[src/hw/rtl/nmea_rmc_field_extractor_macros.svh]
// Assertion macros used by the RMC parse module.
`ifndef NMEA_RMC_FIELD_EXTRACTOR_MACROS_SVH
`define NMEA_RMC_FIELD_EXTRACTOR_MACROS_SVH

// Same-cycle implication, checked out of reset.
`define NMEA_ASSERT_NOW(lbl, clk, rstn, ante, cons) \
    lbl: assert property (@(posedge clk) disable iff (!(rstn)) (ante) |-> (cons)) \
        else $error("nmea rmc assertion failed");

// Next-cycle implication, checked out of reset.
`define NMEA_ASSERT_NEXT(lbl, clk, rstn, ante, cons) \
    lbl: assert property (@(posedge clk) disable iff (!(rstn)) (ante) |=> (cons)) \
        else $error("nmea rmc assertion failed");

`endif

[src/hw/rtl/nmea_pkg.sv]
// Types and constants for the RMC field extractor.
package nmea_pkg;

    localparam int BYTE_W  = 8;
    localparam int CODE_W  = 3;
    localparam int INDEX_W = 4;
    localparam int FIELD_W = 4;
    localparam int HDR_W   = 3;
    localparam int TDATA_W = 16;

    // characters
    localparam logic [BYTE_W-1:0] CH_DOLLAR = 8'h24;
    localparam logic [BYTE_W-1:0] CH_G      = 8'h47;
    localparam logic [BYTE_W-1:0] CH_P      = 8'h50;
    localparam logic [BYTE_W-1:0] CH_R      = 8'h52;
    localparam logic [BYTE_W-1:0] CH_M      = 8'h4D;
    localparam logic [BYTE_W-1:0] CH_C      = 8'h43;
    localparam logic [BYTE_W-1:0] CH_COMMA  = 8'h2C;
    localparam logic [BYTE_W-1:0] CH_A      = 8'h41;
    localparam logic [BYTE_W-1:0] CH_CR     = 8'h0D;

    // header tracker: 0..6 bytes matched, then body
    localparam logic [HDR_W-1:0] HDR_SEARCH = 3'd0;
    localparam logic [HDR_W-1:0] HDR_G      = 3'd1;
    localparam logic [HDR_W-1:0] HDR_P      = 3'd2;
    localparam logic [HDR_W-1:0] HDR_R      = 3'd3;
    localparam logic [HDR_W-1:0] HDR_M      = 3'd4;
    localparam logic [HDR_W-1:0] HDR_C      = 3'd5;
    localparam logic [HDR_W-1:0] HDR_COMMA  = 3'd6;
    localparam logic [HDR_W-1:0] HDR_BODY   = 3'd7;

    // body field numbers
    localparam logic [FIELD_W-1:0] FN_TIME   = 4'd0;
    localparam logic [FIELD_W-1:0] FN_STATUS = 4'd1;
    localparam logic [FIELD_W-1:0] FN_LAT    = 4'd2;
    localparam logic [FIELD_W-1:0] FN_NS     = 4'd3;
    localparam logic [FIELD_W-1:0] FN_LON    = 4'd4;
    localparam logic [FIELD_W-1:0] FN_EW     = 4'd5;
    localparam logic [FIELD_W-1:0] FN_DATE   = 4'd8;
    localparam logic [FIELD_W-1:0] FN_MAX    = 4'd15;

    // output field codes
    localparam logic [CODE_W-1:0] FC_TIME   = 3'd0;
    localparam logic [CODE_W-1:0] FC_STATUS = 3'd1;
    localparam logic [CODE_W-1:0] FC_LAT    = 3'd2;
    localparam logic [CODE_W-1:0] FC_NS     = 3'd3;
    localparam logic [CODE_W-1:0] FC_LON    = 3'd4;
    localparam logic [CODE_W-1:0] FC_EW     = 3'd5;
    localparam logic [CODE_W-1:0] FC_DATE   = 3'd6;
    localparam logic [CODE_W-1:0] FC_END    = 3'd7;

    typedef struct packed {
        logic                fix_valid;
        logic [INDEX_W-1:0]  char_index;
        logic [BYTE_W-1:0]   char_value;
        logic [CODE_W-1:0]   field_code;
    } rec_t;

    function automatic logic [BYTE_W-1:0] hdr_char(input logic [HDR_W-1:0] st);
        logic [BYTE_W-1:0] ch;
        case (st)
            HDR_SEARCH: ch = CH_DOLLAR;
            HDR_G:      ch = CH_G;
            HDR_P:      ch = CH_P;
            HDR_R:      ch = CH_R;
            HDR_M:      ch = CH_M;
            HDR_C:      ch = CH_C;
            default:    ch = CH_COMMA;
        endcase
        return ch;
    endfunction

endpackage

[src/hw/rtl/nmea_rmc_parse.sv]
// Header match, field tracking and record decode for one byte per cycle.
`include "nmea_rmc_field_extractor_macros.svh"
module nmea_rmc_parse #(
    parameter int MAX_FIELD_CHARS = 16
) (
    input  logic                         aclk,
    input  logic                         aresetn,
    input  logic                         in_word,
    input  logic [nmea_pkg::BYTE_W-1:0]  rx_byte,
    output logic                         rec_emit,
    output nmea_pkg::rec_t               rec
);
    import nmea_pkg::*;

    localparam int CNT_W = $clog2(MAX_FIELD_CHARS + 1);

    logic [HDR_W-1:0]   hdr_reg, hdr_next;
    logic [FIELD_W-1:0] field_reg, field_next;
    logic [CNT_W-1:0]   cnt_reg, cnt_next;
    logic               ok_reg, ok_next;
    logic               first;
    logic [CNT_W+INDEX_W-1:0] idx_ext;

    assign first   = (cnt_reg == '0);
    assign idx_ext = {{INDEX_W{1'b0}}, cnt_reg};

    always_comb begin
        hdr_next   = hdr_reg;
        field_next = field_reg;
        cnt_next   = cnt_reg;
        ok_next    = ok_reg;
        rec_emit   = 1'b0;
        rec.field_code = FC_TIME;
        rec.char_value = rx_byte;
        rec.char_index = idx_ext[INDEX_W-1:0];
        rec.fix_valid  = 1'b0;
        if (in_word) begin
            if (hdr_reg != HDR_BODY) begin
                if (rx_byte == hdr_char(hdr_reg)) begin
                    hdr_next = hdr_reg + HDR_W'(1);
                    if (hdr_reg == HDR_COMMA) begin
                        field_next = FN_TIME;
                        cnt_next   = '0;
                        ok_next    = 1'b0;
                    end
                end else begin
                    hdr_next = HDR_SEARCH;
                end
            end else if (rx_byte == CH_CR) begin
                rec_emit       = 1'b1;
                rec.field_code = FC_END;
                rec.char_value = '0;
                rec.char_index = '0;
                rec.fix_valid  = ok_reg;
                hdr_next   = HDR_SEARCH;
                field_next = FN_TIME;
                cnt_next   = '0;
                ok_next    = 1'b0;
            end else if (rx_byte == CH_COMMA) begin
                if (field_reg != FN_MAX) begin
                    field_next = field_reg + FIELD_W'(1);
                end
                cnt_next = '0;
            end else if (cnt_reg < CNT_W'(MAX_FIELD_CHARS)) begin
                cnt_next = cnt_reg + CNT_W'(1);
                case (field_reg)
                    FN_TIME: begin
                        rec_emit       = 1'b1;
                        rec.field_code = FC_TIME;
                    end
                    FN_STATUS: begin
                        if (first) begin
                            ok_next        = (rx_byte == CH_A);
                            rec_emit       = 1'b1;
                            rec.field_code = FC_STATUS;
                        end
                    end
                    FN_LAT: begin
                        rec_emit       = ok_reg;
                        rec.field_code = FC_LAT;
                    end
                    FN_NS: begin
                        rec_emit       = ok_reg && first;
                        rec.field_code = FC_NS;
                    end
                    FN_LON: begin
                        rec_emit       = ok_reg;
                        rec.field_code = FC_LON;
                    end
                    FN_EW: begin
                        rec_emit       = ok_reg && first;
                        rec.field_code = FC_EW;
                    end
                    FN_DATE: begin
                        rec_emit       = ok_reg;
                        rec.field_code = FC_DATE;
                    end
                    default: rec_emit = 1'b0;
                endcase
            end
        end
    end

    always_ff @(posedge aclk) begin
        if (!aresetn) begin
            hdr_reg   <= HDR_SEARCH;
            field_reg <= FN_TIME;
            cnt_reg   <= '0;
            ok_reg    <= 1'b0;
        end else begin
            hdr_reg   <= hdr_next;
            field_reg <= field_next;
            cnt_reg   <= cnt_next;
            ok_reg    <= ok_next;
        end
    end

    // position and date data only leave while an 'A' status is latched
    `NMEA_ASSERT_NOW(a_pos_needs_fix, aclk, aresetn,
        rec_emit && rec.field_code != FC_TIME && rec.field_code != FC_STATUS
            && rec.field_code != FC_END, ok_reg)
    // records are produced only from the body
    `NMEA_ASSERT_NOW(a_emit_in_body, aclk, aresetn, rec_emit, hdr_reg == HDR_BODY)
    // CR in the body rearms the header search
    `NMEA_ASSERT_NEXT(a_cr_rearms, aclk, aresetn,
        in_word && hdr_reg == HDR_BODY && rx_byte == CH_CR,
        hdr_reg == HDR_SEARCH && field_reg == FN_TIME && !ok_reg)
    // the field character count never passes the limit
    `NMEA_ASSERT_NOW(a_cnt_bound, aclk, aresetn, 1'b1,
        cnt_reg <= CNT_W'(MAX_FIELD_CHARS))

endmodule

[src/hw/rtl/nmea_rmc_outreg.sv]
// Result register that holds one record until the downstream side takes it.
module nmea_rmc_outreg (
    input  logic            aclk,
    input  logic            aresetn,
    input  logic            load,
    input  nmea_pkg::rec_t  rec,
    output logic            in_ready,
    output logic            out_valid,
    input  logic            out_ready,
    output nmea_pkg::rec_t  out_rec
);
    import nmea_pkg::*;

    logic valid_reg, valid_next;
    rec_t rec_reg;

    // a held word that is taken this cycle frees the slot for the next one
    assign in_ready = !valid_reg || out_ready;

    always_comb begin
        valid_next = valid_reg;
        if (load) begin
            valid_next = 1'b1;
        end else if (out_ready) begin
            valid_next = 1'b0;
        end
    end

    always_ff @(posedge aclk) begin
        if (!aresetn) begin
            valid_reg <= 1'b0;
        end else begin
            valid_reg <= valid_next;
        end
    end

    always_ff @(posedge aclk) begin
        if (load) begin
            rec_reg <= rec;
        end
    end

    assign out_valid = valid_reg;
    assign out_rec   = rec_reg;

endmodule

[src/hw/rtl/nmea_rmc_field_extractor.sv]
// Top level: extracts RMC time, status, position and date characters from a byte stream.
// A record appears on m_ the cycle after the byte that causes it is accepted.
// Throughput: one byte per cycle; s_tready drops only while a record waits on m_tready.
// A record-free byte (header, comma, skipped field) emits nothing.
// Reset: synchronous, active low; returns to header search and empties the result register.
module nmea_rmc_field_extractor #(
    parameter int MAX_FIELD_CHARS = 16
) (
    input  logic                          aclk,
    input  logic                          aresetn,
    input  logic                          s_tvalid,
    output logic                          s_tready,
    input  logic [nmea_pkg::BYTE_W-1:0]   s_tdata,   // [7:0] rx_byte
    output logic                          m_tvalid,
    input  logic                          m_tready,
    output logic [nmea_pkg::TDATA_W-1:0]  m_tdata    // [2:0] field_code, [10:3] char_value,
                                                     // [14:11] char_index, [15] fix_valid
);
    import nmea_pkg::*;

    logic in_word;
    logic rec_emit;
    rec_t rec;
    rec_t out_rec;

    assign in_word = s_tvalid && s_tready;

    nmea_rmc_parse #(
        .MAX_FIELD_CHARS (MAX_FIELD_CHARS)
    ) u_parse (
        .aclk     (aclk),
        .aresetn  (aresetn),
        .in_word  (in_word),
        .rx_byte  (s_tdata),
        .rec_emit (rec_emit),
        .rec      (rec)
    );

    nmea_rmc_outreg u_outreg (
        .aclk      (aclk),
        .aresetn   (aresetn),
        .load      (rec_emit),
        .rec       (rec),
        .in_ready  (s_tready),
        .out_valid (m_tvalid),
        .out_ready (m_tready),
        .out_rec   (out_rec)
    );

    assign m_tdata = out_rec;

endmodule
[config.mk]
export PLATFORM = sky130hd
export DESIGN_NAME = nmea_rmc_field_extractor
export DESIGN_NICKNAME = d
export VERILOG_FILES = /design/src/hw/rtl/nmea_pkg.sv /design/src/hw/rtl/nmea_rmc_parse.sv /design/src/hw/rtl/nmea_rmc_outreg.sv /design/src/hw/rtl/nmea_rmc_field_extractor.sv
export VERILOG_INCLUDE_DIRS = /design/src /design/src/hw/rtl
export SDC_FILE = /design/constraint.sdc
export NUM_CORES = 1
export LEC_CHECK = 0
export BUFFER_PORTS_ARGS = -buffer_cell sky130_fd_sc_hd__buf_2
export CAP_MARGIN = 20
export CORE_MARGIN = 2
export CORE_UTILIZATION = 60
export DETAILED_ROUTE_END_ITERATION = 16
export PLACE_DENSITY_LB_ADDON = 0.15
export SETUP_SLACK_MARGIN = 0.1
export SYNTH_ARGS = -nofsm -noshare
export SYNTH_HDL_FRONTEND = slang
export SYNTH_SLANG_ARGS = --single-unit
[constraint.sdc]
create_clock -name aclk -period 5.3 [get_ports aclk]
set_clock_uncertainty 0.05 [all_clocks]
set_input_delay 0.53 -clock aclk [delete_from_list [all_inputs] [get_ports aclk]]
set_output_delay 0.53 -clock aclk [all_outputs]
set_load 0.01 [all_outputs]
==> summary.md, run 1 <==
| Metric | Value |
|---|---|
| WL/cell | `15.2 um` |
| Worst skew pair latency | `between 300 and 400 ps` |
| Cells after synthesis | `205` |
| NetSw | `about 0.000090 W` |
| Total routed wirelength | `about 4200 um` |
| Gr ovfl total | `0` |
| Num CTS Buffers | `5` |
| YS warnings | `0` |
| Clock share of power | `about 33%` |
| HPWL Detailed | `approximately 3200 um` |
| Share of layout cells above drive strength 1 | `around 17%` |
| Crit path cell chain | `ha_1 > ha_1 > nand3_1 > nor2_1 > a21oi_1 > inv_1` |
| Critical path arrival | `2830 ps` |
| Fmax | `~340 MHz` |
| Share of the synthesized area in the top cell type | `about a quarter` |
| Post-CTS Setup Inserts | `0` |
| RR Startpoint | `u_parse.hdr_reg[0]` |
| Sequential cell area | `around 760 um^2` |
| I/O Buffers | `29` |
| Total negative slack | `0 ps` |
| Clock Root Buffer | `clkbuf_4` |
| DRT antenna net count | `0` |
| Switching power share of the total | `between 20% and 30%` |
| Io pins | `30` |
| Internal power | `around 0.0003 W` |
| Vias in the first global route | `approximately 1600` |
| Initial DRC count | `74` |
| Ant diodes | `0` |
| Setup violators final | `0` |
| Reg2reg path depth | `6` |
| Register bit total from synthesis | `30` |
| GR Util met2 | `roughly 40%` |
| Initial Utilization | `between 60% and 70%` |
| Slew headroom | `54.5%` |
| Hold buffer count at cts | `0` |
| Site row count | `20` |
| Initial antenna violation count | `0` |
| Slowest stage cell, crit path | `nor2_1` |
| DP Cell Count | `between 200 and 300` |
| Crit path kind | `flop to flop` |
| Final instance area | `between 2000 and 2500 um^2` |
| GR Layer Usage met1 | `roughly a third` |
| # fillers | `roughly 250` |
| DR vias | `about 1600` |
| Seq pwr share | `62.2%` |
| Worst setup EP type | `flop` |
| Avg Inst Size Synth | `approximately 9.2 um^2` |
| Max stage delay on crit path | `between 500 and 600 ps` |
| Netlist cell types | `55` |
| Combinational power share | `about 5%` |
| Most common library cells after synthesis | `edfxtp_1, inv_1, nand2_1` |
| RSZ-0062 raised after global routing | `false` |
| CTS tree | `yes` |
| Final worst path period share | `55.0%` |
| Fin cells | `roughly 280` |
| Post-synth EDFFs | `16` |
| Most used cell, CP | `ha_1` |
| Max reg flops | `16` |
| Worst reg-to-reg setup slack | `between 2000 and 2500 ps` |
| Area contributors post-synth | `edfxtp_1, dfxtp_1, ha_1` |
| Mapped cell area | `approximately 1900 um^2` |
| First-pass DRT Iterations | `4` |
| Met3 usage | `under 10%` |
| Main synth FF type | `edfxtp_1` |
| Crit Path Max Fanout | `16` |
| Crit path from | `u_parse.hdr_reg[0]` |
| Slew Limit Fails | `0` |
| Worst hold slack | `approximately 380 ps` |
| Area post-placement | `roughly 2000 um^2` |
| Layout area overhead | `11.3%` |
| Status | `finished, final reports clean` |
| Die area | `3610 um^2` |
| Synth area leader | `edfxtp_1` |
| CP Data Required Time | `about 5200 ps` |
| Hold Path Depth | `1` |
| Leakage power | `roughly 0.76 nW` |
| Cell Pwr Density | `around 190 nW/um^2` |
| Die Wd | `roughly 60 um` |
| Cts repair resizes | `0` |
| H-tree Lvls | `2` |
| Gr usage total | `26.2%` |
| Die height | `~60 um` |
| Clock buffer depth | `2` |
| Clock Pin Slew Worst Setup and Hold Paths | `90 ps` |
| Synth Net Count | `approximately 230` |
| # Max-Cap Violations | `0` |
| Fin. Hold Viols | `0` |
| Core Util, Final | `between 60% and 70%` |
| Hold path startpoint | `s_tdata[7]` |
| VDD IR max | `119 uV` |
| Multi-input gate area | `1030 um^2` |
| Clock sink total | `30` |
| Period minus WS final | `around 3000 ps` |
| Largest net degree at the start of global routing | `17` |
| Hold crit path type | `primary input to flop` |
| Setup crit start kind | `flop` |
| Reg-to-reg endpoint | `u_outreg.out_rec[11]` |
| Via density | `5.95` |
| Placeable Area | `3030 um^2` |
| Worst-Margin Slew | `between 600 and 700 ps` |
| Hold EP | `u_outreg.out_rec[10]` |
| Final #Nets | `approximately 260` |
| First-pass GRT wire length | `7080 um` |
| Gpl congestion | `approximately 1` |
| Register area share after synthesis | `approximately two fifths` |
| Gr busiest metal | `met2` |
| Post-route DRC | `0` |
| Async set-reset flop share out of synthesis | `0%` |
==> power by group through the flow <==
stage	clock (W)	sequential (W)	combinational [W]
after floorplan	0	0.000248	0.00000956
after global placement	0	0.000248	0.0000183
after detailed placement	0	0.000248	0.0000192
after CTS	0.000133	0.000243	0.0000193
after global routing	0.000142	0.000243	0.0000211
final	0.000128	0.000243	0.0000196
==> area by class of cell <==
cell class / count / share of cell area, %
clock buffers: 6 / 1.97
clock inverters: 2 / 0.477
inverters: 16 / 2.86
multi-input cells: 149 / 48.9
flip-flops and latches: 30 / 36.2
well taps: 44 / 2.62
repair buffers: 29 / 6.91
==> worst max-delay path, delay by kind of cell, from the launching register on <==
family	cells	cell delay, ps
and+or+nand+nor	2	920
adders and majority gates	2	600
buffers and inverters	1	450
DFF	1	400
AOI/OAI and AO/OA	1	130
==> per-layer routing <==
| layer | wire length [um] | vias to the layer above | share of wire, % |
|---|---|---|---|
| met2 | 2050 | 65 | 49 |
| met1 | 1800 | 756 | 43 |
| met3 | 263 | 8 | 6.3 |
| li1 | - | 812 | - |
| met5 | 0 | - | 0 |
| met4 | 75 | 0 | 1.8 |
==> through the flow <==
stage / worst slack [ps] / power, W
after floorplan: 2640 / 0.000258
after global placement: 2330 / 0.000267
after detailed placement: 2230 / 0.000268
after CTS: 2360 / 0.000395
after global routing: 2120 / 0.000406
final: 2390 / 0.000390
==> how the worst max path moves through the flow <==
stage | endpoint | slack (ps) | depth (start not counted)
after global placement | u_outreg.out_rec[8] | 2330 | 6
after global routing | u_outreg.out_rec[15] | 2120 | 6
after floorplan | u_outreg.out_rec[0] | 2640 | 5
final | u_outreg.out_rec[11] | 2390 | 6
after detailed placement | u_outreg.out_rec[3] | 2230 | 6
after CTS | u_outreg.out_rec[15] | 2360 | 6
==> cell usage in the layout (no fill, tap or decap), drive strengths merged, types with 2 or more instances in the layout <==
cell type  count
or2            2
or3            4
inv           16
nor2          12
nand2         15
xnor2          3
o21ai          7
a211oi         2
edfxtp        16
o31ai          2
a21oi          9
o41a           2
nor2b          7
mux2i          4
dfxtp         14
clkbuf         6
or4            5
o211ai         2
nand3          6
nand2b         5
xor2           2
nand4          5
clkinv         2
a21o           3
nand4b         2
o311ai         3
and2           4
a31oi          3
nor3           7
buf           29
ha            12
nor4           2
==> cell families (layout without fill, tap and decap cells) <==
kind of cell | Yosys count | count (layout) | share of synthesized area (%)
buf+inv | 26 | 53 | 5.18
flops | 30 | 30 | 40.3
compound gates | 45 | 45 | 17.2
xor+xnor | 5 | 5 | 2.32
fa+ha+maj | 12 | 12 | 7.96
simple gates | 83 | 83 | 24.9
mux | 4 | 4 | 2.12
(Power assumes the default switching activity.)
==> run 2: changes to the inputs <==
Settings changed: CORE_UTILIZATION 60 to 56.
Clock period 5.3 ns to 2.85 ns, I/O delays scaled along.
==> summary.md, run 2 (synthesis results as in run 1) <==
| Metric | Value |
|---|---|
| Critical path arrival | `slightly below 3000 ps` |
| Fin cells | `283` |
| Period minus WS final | `roughly 2700 ps` |
| Share of layout cells above drive strength 1 | `19.4%` |
| Site row count | `21` |
| Final worst path period share | `93.9%` |
| Clock Root Buffer | `clkbuf_4` |
| Slew headroom | `a little under three fifths` |
| Cell Pwr Density | `roughly 340 nW/um^2` |
| Hold EP | `u_outreg.out_rec[10]` |
| Fin worst setup slack | `between 150 and 200 ps` |
| H-tree Lvls | `2` |
| Max reg flops | `16` |
| Via density | `5.93` |
| HPWL Detailed | `between 3000 and 4000 um` |
| Slew Limit Fails | `0` |
| # fillers | `270` |
| DR vias | `1679` |
| Total routed wirelength | `between 4000 and 5000 um` |
| Die height | `between 60 and 70 um` |
| Post-route DRC | `0` |
| I/O Buffers | `29` |
| Setup violators final | `0` |
| First-pass DRT Iterations | `4` |
| Final #Nets | `260` |
| Fin. Hold Viols | `0` |
| DRT antenna net count | `0` |
| Hold crit path type | `primary input to flop` |
| CTS tree | `yes` |
| Largest net degree at the start of global routing | `17` |
| Crit path from | `u_parse.hdr_reg[0]` |
| CP Data Required Time | `approximately 3000 ps` |
| Status | `finished, final reports clean` |
| Layout area overhead | `14.2%` |
| Initial Utilization | `a little under three fifths` |
| Setup crit start kind | `flop` |
| DP Cell Count | `between 200 and 300` |
| Final instance area | `around 2200 um^2` |
| # Max-Cap Violations | `0` |
| Placeable Area | `between 3000 and 4000 um^2` |
| Hold Path Depth | `1` |
| Initial antenna violation count | `0` |
| Clock buffer depth | `2` |
| Worst setup EP type | `flop` |
| WL/cell | `approximately 15 um` |
| Crit path kind | `flop to flop` |
| Die Wd | `62.0 um` |
| Clock Pin Slew Worst Setup and Hold Paths | `110 ps` |
| Fmax | `374 MHz` |
| VDD IR max | `around 180 uV` |
| Gpl congestion | `between 0.8 and 0.9` |
| Hold path startpoint | `s_tdata[7]` |
| RSZ-0062 raised after global routing | `false` |
| Reg2reg path depth | `8` |
| Area post-placement | `between 2000 and 2500 um^2` |
| Leakage power | `between 0.7 and 0.8 nW` |
| Clock sink total | `30` |
| Most common cell after layout, fill and taps aside | `buf_2` |
| Vias in the first global route | `about 1500` |
| Num CTS Buffers | `5` |
| Ant diodes | `0` |
| Worst reg-to-reg setup slack | `between 150 and 200 ps` |
| Hold buffer count at cts | `0` |
| Initial DRC count | `96` |
| Gr ovfl total | `0` |
| RR Startpoint | `u_parse.hdr_reg[0]` |
| Die area | `3850 um^2` |
| Reg-to-reg endpoint | `u_parse.cnt_reg[4]` |
| Worst skew pair latency | `about 340 ps` |
| Crit Path Max Fanout | `6` |
| First-pass GRT wire length | `6660 um` |
| Gr usage total | `roughly a quarter` |
| Worst-Margin Slew | `approximately 650 ps` |
| Total negative slack | `0 ps` |
| Io pins | `30` |
| Worst slack at placement | `204 ps` |
| Commonest non-fill, non-tap cells in the layout | `buf_2, inv_1, edfxtp_1` |
-- run 2: changes by cell type in the layout (fill, tap and decap cells not counted), sizes merged --
cell and delta:
buf +5
-- run 2: final cells by class --
cell class | count | area, um^2 | share of cell area (%)
Sequential cell | 30 | 763 | 35.4
Clock inverter | 2 | 8.76 | 0.407
Multi-Input combinational cell | 149 | 1030 | 47.7
Inverter | 16 | 60.1 | 2.79
Clock buffer | 6 | 41.3 | 1.92
Tap cell | 46 | 57.6 | 2.67
Timing Repair Buffer | 34 | 195 | 9.06
-- run 2: worst max-delay path by stage --
stage | to | slack (ps) | cells after the start
floorplan | u_parse.cnt_reg[4] | 380 | 8
global placement | u_parse.cnt_reg[4] | 310 | 8
detailed placement | u_parse.cnt_reg[4] | 200 | 8
CTS | u_parse.cnt_reg[4] | 170 | 8
global route | u_parse.cnt_reg[3] | 110 | 8
finish | u_parse.cnt_reg[4] | 170 | 8
-- run 2: repair_timing --
action,4_1_cts,5_1_grt
endpoints found under the setup margin,0,7
resized for setup,0,2
setup buffers,0,1
hold endpoints to repair,0,0
-- run 2: where the power goes --
| part | switching [W] | internal [W] |
|---|---|---|
| Sequential | 0.0000000439 | 0.000452 |
| Combinational | 0.0000225 | 0.0000140 |
| Clock | 0.000153 | 0.0000926 |
| Total | 0.000176 | 0.000558 |
-- run 2: worst max-delay path: stages, from the launching register on --
cell      delay (ps)
dfxtp_2          360
ha_1             230
ha_1             220
or3_1            330
a211oi_2         220
o221ai_1         150
or3_4            430
or4_1            540
nand3_1           90
-- run 2: stage by stage --
step	total power, W	hold WS (ps)	util [%]
finish	0.000734	127	65.6
global route	0.000760	127	65.6
CTS	0.000736	122	65.3
detailed placement	0.000497	441	63.7
global placement	0.000496	429	63.7
floorplan	0.000480	402	-
-- run 2: layer usage --
layer	global-route usage [%]	vias to the layer above	share of wire [%]
met5	0	-	0
met4	8.51	0	1.5
met3	7.04	9	6.0
met2	39.3	52	50
met1	29.7	789	42
li1	-	829	-
